$ cat src/hw/rtl/asd_pkg.sv
package asd_pkg;

  // Stream word widths (fields packed from bit 0, padded to whole bytes)
  localparam int IN_TDATA_W  = 16;
  localparam int OUT_TDATA_W = 16;
  localparam int IN_ID_W     = 8;

  // Result count field
  localparam int             COUNT_W   = 9;
  localparam logic [COUNT_W-1:0] COUNT_MAX = 9'd511;

  // Controller -> datapath commands
  typedef struct packed {
    logic store;      // write accepted pair into both lists
    logic walk_init;  // clear walk position, match position and total
    logic fetch;      // read first[i] and second[i], j <= i
    logic step;       // no hit yet: advance search position
    logic decide;     // search done: latch match position
    logic shift;      // move one entry forward, count it
    logic next_i;     // advance walk position
    logic emit;       // load result register, clear set state
  } asd_cmd_t;

  // Datapath -> controller status
  typedef struct packed {
    logic hit;    // second[j] matches first[i]
    logic j_end;  // j is the last stored position
    logic move;   // chosen match lies after i
    logic i_end;  // i is the last stored position
    logic k_end;  // current shift is the final one for this i
  } asd_sts_t;

endpackage

$ cat src/hw/rtl/asd_ctrl.sv
module asd_ctrl
  import asd_pkg::*;
(
  input  logic     clk,
  input  logic     rst_n,
  input  logic     in_tvalid,
  input  logic     in_tlast,
  output logic     in_tready,
  output logic     out_tvalid,
  input  logic     out_tready,
  input  asd_sts_t sts,
  output asd_cmd_t cmd
);

  typedef enum logic [4:0] {
    S_LOAD  = 5'b00001,
    S_FETCH = 5'b00010,
    S_SRCH  = 5'b00100,
    S_SHIFT = 5'b01000,
    S_EMIT  = 5'b10000
  } asd_state_t;

  asd_state_t state_r, state_nxt;
  logic       out_valid_r, out_valid_nxt;

  // Next state and command decode
  always_comb begin
    state_nxt     = state_r;
    cmd           = '0;
    out_valid_nxt = out_valid_r && !out_tready;
    case (state_r)
      S_LOAD: begin
        if (in_tvalid) begin
          cmd.store = 1'b1;
          if (in_tlast) begin
            cmd.walk_init = 1'b1;
            state_nxt     = S_FETCH;
          end
        end
      end
      S_FETCH: begin
        cmd.fetch = 1'b1;
        state_nxt = S_SRCH;
      end
      S_SRCH: begin
        if (sts.hit || sts.j_end) begin
          cmd.decide = 1'b1;
          if (sts.move) begin
            state_nxt = S_SHIFT;
          end else begin
            cmd.next_i = 1'b1;
            state_nxt  = sts.i_end ? S_EMIT : S_FETCH;
          end
        end else begin
          cmd.step = 1'b1;
        end
      end
      S_SHIFT: begin
        cmd.shift = 1'b1;
        if (sts.k_end) begin
          cmd.next_i = 1'b1;
          state_nxt  = sts.i_end ? S_EMIT : S_FETCH;
        end
      end
      S_EMIT: begin
        // wait for the output register to free up
        if (!out_valid_r || out_tready) begin
          cmd.emit      = 1'b1;
          out_valid_nxt = 1'b1;
          state_nxt     = S_LOAD;
        end
      end
      default: begin
        state_nxt = S_LOAD;
      end
    endcase
  end

  always_ff @(posedge clk) begin
    if (!rst_n) begin
      state_r     <= S_LOAD;
      out_valid_r <= 1'b0;
    end else begin
      state_r     <= state_nxt;
      out_valid_r <= out_valid_nxt;
    end
  end

  assign in_tready  = (state_r == S_LOAD);
  assign out_tvalid = out_valid_r;

endmodule

$ cat src/hw/rtl/asd_dp.sv
module asd_dp
  import asd_pkg::*;
#(
  parameter int MAX_LEN = 32,
  parameter int ID_BITS = 8
) (
  input  logic               clk,
  input  logic               rst_n,
  input  logic [IN_ID_W-1:0] in_first_id,
  input  logic [IN_ID_W-1:0] in_second_id,
  input  asd_cmd_t           cmd,
  output asd_sts_t           sts,
  output logic [COUNT_W-1:0] swap_count,
  output logic               length_overflow
);

  localparam int AW = $clog2(MAX_LEN);
  localparam int CW = $clog2(MAX_LEN + 1);
  localparam int KW = (ID_BITS < IN_ID_W) ? ID_BITS : IN_ID_W;

  // List stores
  logic [ID_BITS-1:0] first_mem  [MAX_LEN];
  logic [ID_BITS-1:0] second_mem [MAX_LEN];

  logic [CW-1:0]      loaded_r;
  logic               ovf_r;
  logic [AW-1:0]      i_r, j_r, k_r, match_r;
  logic [COUNT_W-1:0] total_r;
  logic [ID_BITS-1:0] first_q_r, second_q_r;
  logic [COUNT_W-1:0] out_count_r;
  logic               out_ovf_r;

  logic [ID_BITS-1:0] id_a, id_b;
  logic               full;
  logic [AW-1:0]      wr_addr, sec_rd_addr, match_pos;

  // Low ID_BITS of each incoming identifier (the whole id, zero-extended, if ID_BITS is wider)
  assign id_a = ID_BITS'(in_first_id[KW-1:0]);
  assign id_b = ID_BITS'(in_second_id[KW-1:0]);

  assign full    = (loaded_r == CW'(MAX_LEN));
  assign wr_addr = loaded_r[AW-1:0];

  // Status toward the controller
  assign match_pos = sts.hit ? j_r : match_r;
  assign sts.hit   = (first_q_r == second_q_r);
  assign sts.j_end = ((CW'(j_r) + CW'(1)) == loaded_r);
  assign sts.move  = (match_pos > i_r);
  assign sts.i_end = ((CW'(i_r) + CW'(1)) == loaded_r);
  assign sts.k_end = ((k_r - AW'(1)) == i_r);

  // Second list read address
  always_comb begin
    if (cmd.fetch) begin
      sec_rd_addr = i_r;
    end else if (cmd.decide) begin
      sec_rd_addr = match_pos - AW'(1);
    end else if (cmd.shift) begin
      sec_rd_addr = k_r - AW'(2);
    end else begin
      sec_rd_addr = j_r + AW'(1);
    end
  end

  // Memory ports: one write, one registered read each
  always_ff @(posedge clk) begin
    if (cmd.store && !full) begin
      first_mem[wr_addr]  <= id_a;
      second_mem[wr_addr] <= id_b;
    end else if (cmd.shift) begin
      second_mem[k_r] <= second_q_r;
    end
    if (cmd.fetch) begin
      first_q_r <= first_mem[i_r];
    end
    second_q_r <= second_mem[sec_rd_addr];
  end

  // Fill count, overflow flag and walk counters
  always_ff @(posedge clk) begin
    if (!rst_n) begin
      loaded_r <= '0;
      ovf_r    <= 1'b0;
      i_r      <= '0;
      j_r      <= '0;
      k_r      <= '0;
      match_r  <= '0;
      total_r  <= '0;
    end else begin
      if (cmd.store) begin
        if (full) begin
          ovf_r <= 1'b1;
        end else begin
          loaded_r <= loaded_r + CW'(1);
        end
      end
      if (cmd.walk_init) begin
        i_r     <= '0;
        match_r <= '0;
        total_r <= '0;
      end
      if (cmd.fetch) begin
        j_r <= i_r;
      end
      if (cmd.step) begin
        j_r <= j_r + AW'(1);
      end
      if (cmd.decide) begin
        match_r <= match_pos;
        k_r     <= match_pos;
      end
      if (cmd.shift) begin
        k_r <= k_r - AW'(1);
        if (total_r != COUNT_MAX) begin
          total_r <= total_r + COUNT_W'(1);
        end
      end
      if (cmd.next_i) begin
        i_r <= i_r + AW'(1);
      end
      if (cmd.emit) begin
        loaded_r <= '0;
        ovf_r    <= 1'b0;
      end
    end
  end

  // Result register
  always_ff @(posedge clk) begin
    if (cmd.emit) begin
      out_count_r <= total_r;
      out_ovf_r   <= ovf_r;
    end
  end

  assign swap_count      = out_count_r;
  assign length_overflow = out_ovf_r;

endmodule

$ cat src/hw/rtl/adjacent_swap_distance.sv
// Loading: one word per cycle, the final word (tlast) starts the walk.
// Walk: per position i, a fetch, then search steps along the second list until a hit
// or its end, then one shift per move, all serialised by the single read/write port
// of the second list; an emit step then loads the result once the output register is free.
// One set is handled at a time; throughput is one result per load plus walk.
// rst_n (synchronous, active low) empties the store and drops any pending result.
module adjacent_swap_distance
  import asd_pkg::*;
#(
  parameter int MAX_LEN = 32,
  parameter int ID_BITS = 8
) (
  input  logic                   clk,
  input  logic                   rst_n,
  input  logic                   in_tvalid,
  output logic                   in_tready,
  input  logic [IN_TDATA_W-1:0]  in_tdata,   // [7:0] first_order_id, [15:8] second_order_id
  input  logic                   in_tlast,   // last_pair
  output logic                   out_tvalid,
  input  logic                   out_tready,
  output logic [OUT_TDATA_W-1:0] out_tdata,  // [8:0] swap_count, [15:9] zero
  output logic                   out_tuser   // [0] length_overflow
);

  asd_cmd_t           cmd;
  asd_sts_t           sts;
  logic [COUNT_W-1:0] swap_count;

  asd_ctrl u_ctrl (
    .clk        (clk),
    .rst_n      (rst_n),
    .in_tvalid  (in_tvalid),
    .in_tlast   (in_tlast),
    .in_tready  (in_tready),
    .out_tvalid (out_tvalid),
    .out_tready (out_tready),
    .sts        (sts),
    .cmd        (cmd)
  );

  asd_dp #(
    .MAX_LEN (MAX_LEN),
    .ID_BITS (ID_BITS)
  ) u_dp (
    .clk             (clk),
    .rst_n           (rst_n),
    .in_first_id     (in_tdata[IN_ID_W-1:0]),
    .in_second_id    (in_tdata[2*IN_ID_W-1:IN_ID_W]),
    .cmd             (cmd),
    .sts             (sts),
    .swap_count      (swap_count),
    .length_overflow (out_tuser)
  );

  assign out_tdata = OUT_TDATA_W'(swap_count);

endmodule

$ cat config.mk
export PLATFORM = sky130hd
export DESIGN_NAME = adjacent_swap_distance
export DESIGN_NICKNAME = d
export VERILOG_FILES = /design/src/hw/rtl/asd_pkg.sv /design/src/hw/rtl/asd_ctrl.sv /design/src/hw/rtl/asd_dp.sv /design/src/hw/rtl/adjacent_swap_distance.sv
export SDC_FILE = /design/constraint.sdc
export NUM_CORES = 1
export LEC_CHECK = 0
export ABC_AREA = 1
export BUFFER_PORTS_ARGS = -buffer_cell sky130_fd_sc_hd__buf_4
export CORE_UTILIZATION = 45
export CTS_CLUSTER_DIAMETER = 150
export DETAILED_ROUTE_END_ITERATION = 8
export PLACE_DENSITY = 0.69
export SLEW_MARGIN = 10
export SYNTH_ARGS = -nofsm -noshare
export SYNTH_HDL_FRONTEND = slang
export SYNTH_SLANG_ARGS = --single-unit
export TNS_END_PERCENT = 5
$ cat constraint.sdc
create_clock -name clk -period 7.9 [get_ports clk]
set_clock_uncertainty 0.05 [all_clocks]
set_input_delay 0.79 -clock clk [delete_from_list [all_inputs] [get_ports clk]]
set_output_delay 0.79 -clock clk [all_outputs]
set_load 0.01 [all_outputs]
---- Yosys cells after proc, flatten, opt, wreduce, memory -nomap -nowiden ----
Memories as Yosys holds them, arrays and structs flattened. A register that Yosys moved wholly into a read port is not among the register bits.
Cells that the tools add are included.
word-level totals
  RAM bits ................................ 512
  register bits after elaboration ......... 52
  logic and storage cells ................. 103
  output and inout bits ................... 19
  memories ................................ 2
memory list
  memory           depth  bits a word  read ports  clocked after Yosys merged registers in  wr ports  line          text
  u_dp.first_mem   32     8            1           1                                        1         asd_dp.sv:22  logic [ID_BITS-1:0] first_mem [MAX_LEN];
  u_dp.second_mem  32     8            1           1                                        1         asd_dp.sv:23  logic [ID_BITS-1:0] second_mem [MAX_LEN];
cells by class
  equality and inequality tests ........... 16
  bitwise logic cells ..................... 2
  reduce and logical (&&, ||, !) cells .... 16
  $lt $le $gt $ge ......................... 1
  add/sub/neg operators ................... 9
  multiplexer cells ....................... 46
operators with widths
  operator                                                             number
  5-bit 2-to-1 mux                                                     19
  9-bit 2-to-1 mux                                                     3
  5-bit case mux with 5 select lines                                   1
  1-bit 2-to-1 mux                                                     18
  5-bit by 1-bit adder with 6-bit output (second input constant)       2
  6-bit == test                                                        2
  5-bit by 1-bit adder with 5-bit output (second input constant)       2
  5-bit by 1-bit subtractor with 5-bit output (second input constant)  2
  9-bit by 1-bit adder with 9-bit output (second input constant)       1
  9-bit != test (second input constant)                                1
  8-bit == test                                                        1
  8-bit 2-to-1 mux                                                     1
  2-bit nonzero test                                                   4
  8-bit OR reduction                                                   1
  6-bit by 1-bit adder with 6-bit output (second input constant)       1
  6-bit == test (second input constant)                                1
  2-bit 2-to-1 mux                                                     3
  2-bit by 1-bit != test with 1-bit output (second input constant)     3
  5-bit by 1-bit == test with 1-bit output (second input constant)     1
  5-bit by 2-bit == test with 1-bit output (second input constant)     1
  5-bit by 3-bit == test with 1-bit output (second input constant)     1
  5-bit by 4-bit == test with 1-bit output (second input constant)     1
  5-bit == test                                                        1
  5-bit == test (second input constant)                                1
  11 further kinds                                                     18

---- Longest topological paths before layout ----
  depth in word-level cells ............... 8
  mapped depth ............................ 25
  depth with buffers taken out ............ 23

---- By module ----
From an unflattened synthesis, not the netlist that was laid out.
second synthesis, totals
  cells, all modules ...................... 2288
  area total of the unflattened synthesis .. 25086.6 µm²
by module, submodules not included
  module                  instances  area each (µm²)  cells an instance
  asd_dp                  1          24609.9          2213
  asd_ctrl                1          420.4            67
  adjacent_swap_distance  1          56.3             8

---- Worst setup path after synthesis ----
OpenSTA, ideal clock, no wires.
  path type ............................... register -> register
  from .................................... reg u_dp.first_q_r[1] (read register of u_dp.first_mem)
  to ...................................... reg u_dp.i_r[4]
  library setup time ...................... 132 ps
  arrival time ............................ 2464 ps
  data required time ...................... 7718 ps
  cell stages (with the launch flop) ...... 15
  slack ................................... 5254 ps
  clock period less this slack ............ 2646 ps
  path through ............................ edfxtp_1 -> xnor2_1 -> nand2_1 -> nor2_2 -> nand2_2 -> o21ai_0 -> ha_1 -> a21oi_1 -> o221ai_1 -> o21ai_0 -> a21oi_1 -> nor3b_2 -> nor2_1 -> nand2_1 -> a21oi_1
on the way
  cells in the longest elaborated chain, start to end .. 7
  elaborated cells on any way between the ends .. 9
RTL lines
  element                                                        line            text
  start, declared                                                asd_dp.sv:29    logic [ID_BITS-1:0] first_q_r, second_q_r;
  8-bit == test (*)                                              asd_dp.sv:46    assign sts.hit = (first_q_r == second_q_r);
  5-bit 2-to-1 mux                                               asd_dp.sv:45    assign match_pos = sts.hit ? j_r : match_r;
  5-bit > comparator                                             asd_dp.sv:48    assign sts.move = (match_pos > i_r);
  1-bit 2-to-1 mux                                               asd_ctrl.sv:48  if (sts.move) begin
  1-bit 2-to-1 mux (*)                                           asd_ctrl.sv:46  if (sts.hit || sts.j_end) begin
  1-bit case mux with 2 select lines (*)                         asd_ctrl.sv:31  case (state_r)
  5-bit 2-to-1 mux / 2-bit nonzero test (equally long branches)  n/a
  end signal, assigned                                           asd_dp.sv:119   i_r <= i_r + AW'(1);
  end, declared                                                  asd_dp.sv:27    logic [AW-1:0] i_r, j_r, k_r, match_r;
Every way passes the cells marked *; elsewhere a longest branch is shown, timed or not.
A chain may end at the register's enable or synchronous reset.

---- Final worst setup path ----
  from .................................... reg u_dp.j_r[0]
  to ...................................... reg u_dp.second_q_r[6] (read register of u_dp.second_mem)
on the way
  cells in the longest elaborated chain, start to end .. 7
  elaborated cells on any way between the ends .. 11
RTL lines
  element                                 line            text
  start, declared                         asd_dp.sv:27
  start signal, assigned                  asd_dp.sv:103   j_r <= i_r;
  start signal, assigned                  asd_dp.sv:106   j_r <= j_r + AW'(1);
  5-bit by 1-bit adder with 6-bit output  asd_dp.sv:47    assign sts.j_end = ((CW'(j_r) + CW'(1)) == loaded_r);
  6-bit == test                           asd_dp.sv:47
  1-bit logical OR                        asd_ctrl.sv:46
  1-bit 2-to-1 mux                        asd_ctrl.sv:46
  2-bit 2-to-1 mux                        asd_ctrl.sv:31
  5-bit 2-to-1 mux (*)                    asd_dp.sv:56    end else if (cmd.decide) begin
  5-bit 2-to-1 mux (*)                    asd_dp.sv:54    if (cmd.fetch) begin
  end, declared                           asd_dp.sv:29
Marks and branches as above.

==> flow_summary.json <==
{
  "max_freq_mhz": 233,
  "cts_buffers": 55,
  "max_cap_viol_count": 0,
  "io_pins": 40,
  "die_area_um2": 57100,
  "final_common_cell": "edfxtp_1",
  "placed_cells": 2976,
  "cts_resized": 0,
  "ir_drop_mv": 0.200,
  "cts_tree": "done",
  "ys.flop_type": "edfxtp_1",
  "layout-area-overhead-vs-synth_pct": 9.87,
  "synth_edf_count": 530,
  "dieHeight_um": 239,
  "core_um2": 55300,
  "post_drt_wl_per_cell_um": 20.4,
  "track_usage_pct": 22.0,
  "crit_path_frequent_cell": "nand2_1",
  "vias_per_cell": 5.63,
  "max_stage_delay_ns": 0.71,
  "end_kind": "flip-flop",
  "vias": 17300,
  "crit_family": "simple AND/OR/NAND/NOR gates",
  "yosys_warnings": 0,
  "hold_buffers": 0,
  "ant_nets": 0,
  "min_path_cells": 0,
  "drt_wl_total_mm": 62.9,
  "hold_violations": 0,
  "grt_pass1_wl_mm": 96.3,
  "setup_viol": 0,
  "crit_required_ns": 8.39,
  "path_cells": "ha_1, nand3_1, nand2_1, nand3_1, nand2_1, nor2_1, nand2_1, nand2_2, nand2_4, nand2_1, nand2_1, nand2_4, nand2_4, buf_4, nand2_1, nand3_1, nand3_1, nand3_1, nand3_1, nand2_1",
  "dp_hpwl_mm": 38.4,
  "clock_latency_ns": 0.61,
  "reg2reg_to": "u_dp.second_q_r[6]",
  "overflow": 0,
  "clk_pin_slew_worst_paths_ns": 0.06,
  "rr_worst_depth": 20,
  "place.port_buffers": 32,
  "syn_area_um2": 25300,
  "clk_root_buffer_cell": "clkbuf_16",
  "n_antenna_cell": 0,
  "antenna_found_initial": 0,
  "worstSetupStartpointType": "flip-flop",
  "setup_tns_ns": 0,
  "finalMaxSlewViolations": 0,
  "cts_max_level": 2,
  "min_period_over_period_pct": 54.4,
  "final_cells": 3077,
  "syn_avg_cell_area_um2": 11.0,
  "numClockSinks": 580,
  "p_leak_uw": 0.00995,
  "cts_buffer_depth": 3,
  "syn_inst": 2302,
  "path_class": "flip-flop to flip-flop",
  "num_rows": 86,
  "fin_crit_ns": 4.30,
  "finalNetCount": 2323,
  "drive_gt1_share_pct": 7.60,
  "drtIter0Drc": 1921,
  "path_buf_inv": 1,
  "ys_ff_latch": 580,
  "gp_congestion": 0.898,
  "ys_types": 48,
  "first_pass_iters": 6,
  "drc": 0,
  "tightestPinTransition_ns": 1.08,
  "cts_setup_buffers": 0,
  "rsz0062_at_grt": "no",
  "status": "finished clean",
  "synthArstFlopShare_pct": 0,
  "ff2ff_setup_slack_ns": 3.60,
  "hold_path.startpoint": "u_dp.ovf_r",
  "synth-seq-area-share_pct": 67.0,
  "start_util_pct": 45.7,
  "worst-path-max-fanout": 69,
  "die_x_um": 239,
  "final_cell_mix": "edfxtp_1, nand2_1, nand3_1",
  "arrival_ns": 4.79,
  "power_density_nw_per_um2": 279,
  "grt_max_degree": 105,
  "relSlewSlack_pct": 27.8,
  "min_path_type": "flip-flop to flip-flop",
  "hold_path_end": "u_dp.length_overflow",
  "reg2reg_from": "u_dp.j_r[0]",
  "grt_pass1_vias": 16600,
  "cp_slowest_cell": "buf_4"
}
final cells by class:
cell class	count	area (um2)
Clock inverter	21	206
Fill cell	4907	27600
Tap cell	748	936
Timing Repair Buffer	57	428
Sequential cell	580	16900
Inverter	206	774
Multi-Input combinational cell	1385	6900
Clock buffer	80	1590
worst register-to-register path, cell delays in order (launching register included):
cell	delay, ns
dfxtp_1	0.48
ha_1	0.31
nand3_1	0.12
nand2_1	0.11
nand3_1	0.07
nand2_1	0.09
nor2_1	0.04
nand2_1	0.08
nand2_2	0.09
nand2_4	0.13
nand2_1	0.06
nand2_1	0.10
nand2_4	0.31
nand2_4	0.70
buf_4	0.73
nand2_1	0.11
nand3_1	0.11
nand3_1	0.13
nand3_1	0.15
nand3_1	0.14
nand2_1	0.14
power by group:
| group | total [uW] | switching, uW | internal, uW | leakage, uW |
|---|---|---|---|---|
| Sequential | 3590 | 76.7 | 3510 | 0.00519 |
| Clock | 2640 | 1120 | 1530 | 0.000880 |
| Combinational | 1530 | 1110 | 414 | 0.00387 |
state kept, by name, summed over array words and instances, names as in the netlist:
register,flops
u_dp.second_mem,256
u_dp.i_r,5
u_dp.first_q_r,8
u_dp.loaded_r,6
u_dp.first_mem,256
u_ctrl.state_r,5
u_dp.length_overflow,1
u_ctrl.out_tvalid,1
u_dp.match_r,5
u_dp.swap_count,9
u_dp.second_q_r,8
u_dp.ovf_r,1
u_dp.total_r,9
u_dp.j_r,5
u_dp.k_r,5
how the worst max path moves through the flow:
stage	start	to	cells after the start
3_5_place_dp	u_dp.j_r[0]	u_dp.second_q_r[6]	20
4_1_cts	u_dp.j_r[0]	u_dp.second_q_r[5]	21
3_3_place_gp	u_dp.j_r[0]	u_dp.second_q_r[2]	21
5_1_grt	u_dp.j_r[0]	u_dp.second_q_r[2]	21
6_report	u_dp.j_r[0]	u_dp.second_q_r[6]	20
2_1_floorplan	u_dp.first_q_r[1]	u_dp.i_r[4]	14
cells in the mapped netlist (7+ instances only):
cell | instances | area, um2
a21oi_1 | 40 | 200
a31oi_1 | 16 | 100
a32oi_1 | 7 | 61.3
buf_2 | 23 | 115
buf_4 | 26 | 195
buf_6 | 11 | 124
clkbuf_1 | 75 | 282
dfxtp_1 | 50 | 1000
edfxtp_1 | 530 | 15900
ha_1 | 17 | 213
inv_1 | 196 | 736
inv_2 | 8 | 30.0
nand2_1 | 362 | 1360
nand3_1 | 326 | 1630
nand3b_1 | 50 | 375
nand4_1 | 9 | 56.3
nor2_1 | 247 | 927
nor3_1 | 10 | 50.1
o21ai_0 | 165 | 826
o221ai_1 | 43 | 377
o22ai_1 | 22 | 138
xnor2_1 | 11 | 96.3
xor2_1 | 9 | 78.8
stage by stage:
stage	power, uW	cell area (um2)	hold slack (ns)	worst slack (ns)	utilization (%)
4_1_cts	7770	27800	0.383	3.65	50.2
2_1_floorplan	4710	25300	0.359	5.25	-
5_1_grt	8040	27800	0.399	3.20	50.2
3_3_place_gp	5140	26000	0.371	3.79	46.9
6_report	7760	27800	0.391	3.60	50.2
3_5_place_dp	5160	26000	0.380	3.69	46.9
kinds of logic after synthesis:
family          after synthesis  share of synthesized area, %
fa+ha+maj                    17                         0.842
compound gates              309                          7.23
other cells                   1                        0.0148
buf+inv                     343                          5.92
simple gates               1032                          18.3
flops                       580                          67.0
xor+xnor                     20                         0.693
routing by layer:
layer  track usage (%)  vias up  part of all wire, %
li1                  -     8030                    -
met1              29.3     8405                   41
met2              36.5      758                   48
met3              3.15      140                  7.3
met4              8.28        0                  3.5
met5                 0        -                    0
No activity file was read; power rests on OpenSTA's default activity.
